$ cat src/rtl/core/mtdm_ram.sv
`default_nettype none

module mtdm_ram #(
    parameter int WIDTH = 32,
    parameter int DEPTH = 4
) (
    input  logic                 i_clk,
    input  logic                 i_we,
    input  logic [((DEPTH > 1) ? $clog2(DEPTH) : 1)-1:0] i_waddr,
    input  logic [WIDTH-1:0]     i_wdata,
    input  logic [((DEPTH > 1) ? $clog2(DEPTH) : 1)-1:0] i_raddr,
    output logic [WIDTH-1:0]     o_rdata
);

    logic [WIDTH-1:0] r_mem [DEPTH];
    logic [WIDTH-1:0] r_rdata;

    // Write one entry, read one entry with registered data
    always_ff @(posedge i_clk) begin
        if (i_we) begin
            r_mem[i_waddr] <= i_wdata;
        end
        r_rdata <= r_mem[i_raddr];
    end

    assign o_rdata = r_rdata;

endmodule

`default_nettype wire

$ cat config.mk
export PLATFORM = sky130hd
export DESIGN_NAME = mtdm_ram
export DESIGN_NICKNAME = d
export VERILOG_FILES = /design/src/rtl/core/mtdm_ram.sv
export SDC_FILE = /design/constraint.sdc
export NUM_CORES = 1
export LEC_CHECK = 0
export ABC_AREA = 1
export BUFFER_PORTS_ARGS = -buffer_cell sky130_fd_sc_hd__buf_2
export CORE_MARGIN = 1
export CORE_UTILIZATION = 25
export DETAILED_ROUTE_END_ITERATION = 10
export HOLD_SLACK_MARGIN = 0.02
export PLACE_DENSITY = 0.5
export SLEW_MARGIN = 25
export SYNTH_ARGS = -nofsm -noshare
export SYNTH_HDL_FRONTEND = slang
export SYNTH_SLANG_ARGS = --single-unit
$ cat constraint.sdc
create_clock -name i_clk -period 4.9 [get_ports i_clk]
set_clock_uncertainty 0.15 [all_clocks]
set_input_delay 0.98 -clock i_clk [delete_from_list [all_inputs] [get_ports i_clk]]
set_output_delay 0.98 -clock i_clk [all_outputs]
set_load 0.05 [all_outputs]
* After elaboration in Yosys (flattened, before gate mapping)
Memory sizes are Yosys's and may differ from the RTL's. A register that Yosys moved wholly into a read port is not among the register bits. Cells that the tools add are included.
Storage, ports and cells: flip-flop bits (word level) 0, bits in writable memories 128, input port bits 38, output and inout port bits 32, word-level logic and storage cells 3, memories kept 1
Memories:
- r_mem | words 4, bits a word 32, read ports 1, clocked after Yosys merged registers in 1, write ports 1, RTL line 15 | logic [WIDTH-1:0] r_mem [DEPTH];
Operators by class: mux-type cells 2
Operators by type and width (number):
- two-way mux 1 bit | 2

* Logic depth before layout (Yosys ltp)
depth after elaboration 2, mapped depth 5, mapped depth without buffers 4

* Worst setup path after synthesis
OpenSTA, ideal clock, no wires.
path type in2reg, start input port i_waddr[1] in the netlist's numbering, end memory r_mem[0][0] (enable), setup time 0.461 ns, data arrival time 3.260 ns, slack 1.029 ns, cell stages on the path 1, path buffers 0, path through nor3_1
RTL lines:
- start: declaration | RTL line 9 | input logic [((DEPTH > 1) ? $clog2(DEPTH) : 1)-1:0] i_waddr,
- end: declaration | RTL line 15
No word-level cell before the write port.

* Final worst setup path
start register r_rdata[2], in the netlist o_rdata[2] (read register of r_mem), end output port o_rdata[2]
RTL lines:
- start: declaration | RTL line 16 | logic [WIDTH-1:0] r_rdata;
- end: declaration | RTL line 12 | output logic [WIDTH-1:0] o_rdata
No word-level cell between the ends.

==> out/metrics.cfg <==
[run_status]
outcome = finished, final reports clean

[layout]
fin_area_um2 = 7390
multi_input_area_um2 = 961
fin_nets = 653
fillers = 2448
area_growth_pct = 21.5
drive_above_1_share_pct = 17.5
seqCellArea_um2 = 4480

[global_route]
antenna_found_initial = 3
grt_first_pass_wirelength_mm = 19.0
grt_pass1_vias = 3443
grt_max_degree = 65
track_usage_pct = 10.7
grt_overflow = 0

[setup_path]
crit_start = o_rdata[2]
worstPathCellList = buf_2
critical_path_buf_inv_count = 1
cp_slowest_cell = dfxtp_1
cp-endpoint = o_rdata[2]
critPathLaunchType = flop
critPathKind = flop to output pin
critical-path-top-delay-family = flip-flops
rr_startpoint = r_mem[1][5]
r2r_slack_ps = 4000
worst_ep_arrival_time_ps = 1090
path_max_fanout = 1
r2r_end = o_rdata[5]
crit_path_end_kind = output pin
cp.required_ps = 3770
ff2ff_path_depth = 4
path_depth = 1
slowest_delay_ps = 390

[timing]
setup_slack_ps = 2680
rsz0062_at_grt = false
finalCriticalPeriod_ps = 2220
fin_crit_sh_pct = 45.4
setup_viol_count_final = 0
fmax_mhz = 450
slew_headroom_pct = 44.4
hold_viol = 0
fin_tns_setup_ps = 0
worst_pin_slew_ps = 834
maxSlewViolCount = 0

[synthesis]
synth_seq_cells = 160
synth_edf_count = 128
synth_top_area_cell = edfxtp_1
syn_inst = 541
ys_async_sr_fraction_pct = 0
avgSynthCellArea_um2 = 11.2
yosysUniqueCellTypes = 10
yosysMostFrequentCell = nand2_1
synth_commonest_cells = nand2_1 (160), inv_1 (132), edfxtp_1 (128)
synth_area_leaders = edfxtp_1 (63%), dfxtp_1 (11%), nand2_1 (9.9%)
synth_top_area_share_pct = 63.2
yosys_warnings = 0
ys.flop_type = edfxtp_1
syn_area_um2 = 6080
yosysSeqAreaShare_pct = 73.8
synth_nets = 579

[placed_design]
gp_congestion = 0.640
place_ws_ps = 2290
portBuffers = 69
place_area_um2 = 6740
place_hpwl_mm = 6.70

[power_and_ir_drop]
power.leakage_uw = 0.00332
total_power_uw = 3260
power_density_nw_per_um2 = 441
irDropWorstVdd_uv = 154

[cts]
cts_root_buf = clkbuf_16
post-cts-setup-buffers = 0
h-tree-depth = 4
clockBufferDepth = 2
holdBufCountCts = 0
cts_tree = yes
clkSlewWorstSetupHoldPaths_ps = 60
ctsResizeCount = 0
insertion_delay_ps = 410
cts_buffers = 17
cts_num_sinks = 160

[min_path]
hold_class = flop to flop

[floorplanning]
io_pins = 70
die_area_um2 = 24900
rows = 56
start_util_pct = 25.7
die_width_um = 158
core_area_um2 = 23700
die_h_um = 158

[routing]
wl_mm = 12.2
ant_nets = 0
drt-vias-per-instance = 3.76
drt_iter0_drc = 167
drt_first_pass_iters = 4
vias = 3565
routedWlPerCell_um = 12.8
drc = 0

[job]
max_cap_viol_count = 0

-- kinds of logic after synthesis --
kind of cell | share of synthesized area (%)
AND/OR/NAND/NOR | 15.5
buffers and inverters | 10.7
flip-flops | 73.8
-- worst min path at each step --
| stage | depth (start not counted) | end | from | slack (ps) |
|---|---|---|---|---|
| 2_1_floorplan | 4 | o_rdata[29] | r_mem[0][29] | 350 |
| 3_3_place_gp | 4 | o_rdata[29] | r_mem[0][29] | 360 |
| 3_5_place_dp | 4 | o_rdata[29] | r_mem[0][29] | 370 |
| 4_1_cts | 4 | o_rdata[15] | r_mem[0][15] | 380 |
| 5_1_grt | 4 | o_rdata[6] | r_mem[1][6] | 420 |
| 6_report | 4 | o_rdata[15] | r_mem[0][15] | 380 |
-- cells in the final DEF (no fill, tap or decap) --
cell	netlist	routed
clkbuf_1	0	1
clkinvlp_4	0	2
diode_2	0	2
inv_1	132	131
dfxtp_1	32	32
clkbuf_16	0	17
nor3_2	0	4
bufinv_16	0	5
nand3_1	64	64
edfxtp_1	128	128
clkinv_1	0	2
buf_4	4	6
inv_4	0	1
clkinv_2	0	4
clkbuf_8	0	2
nand2_1	160	160
buf_2	9	69
-- stage by stage --
step	cells	hold slack, ps	util (%)
floorplan	541	349	-
global placement	915	363	28.4
detailed placement	915	367	28.4
CTS	947	382	31.2
global route	948	415	31.2
finish	949	379	31.2
-- registers in the layout, summed over array words and instances (netlist names) --
signal,count
r_mem,128
o_rdata,32
-- per-layer routing --
layer  up-vias  part of all wire, %  GRT usage [%]
met4         2                 0.94           3.74
met2        58                   48           18.0
met5         -                 0.11              0
li1       1830                    -              -
met3        11                  7.1           4.57
met1      1664                   44           11.9
-- cell type report --
class                      count  area share [%]
antenna                        2          0.0678
multi-input combinational    228            13.0
tap                          319            5.40
sequential                   160            60.7
inverter                     133            6.79
timing repair buffer          75            5.28
clock inverter                12            2.56
clock buffer                  20            6.18
-- where the power goes --
| group | switching (µW) | leakage (µW) | internal [µW] | total (µW) |
|---|---|---|---|---|
| logic | 200 | 0.00156 | 62.7 | 262 |
| clock network | 498 | 0.000313 | 925 | 1420 |
| registers | 21.2 | 0.00145 | 1550 | 1570 |
| total | 719 | 0.00332 | 2540 | 3260 |
-- worst register-to-register path, cell delays in order (launching register included) --
cell	delay, ps
edfxtp_1	360
inv_1	60
nand2_1	50
nand3_1	110
nand2_1	60
Note: power is estimated with default switching activity, not from simulation.
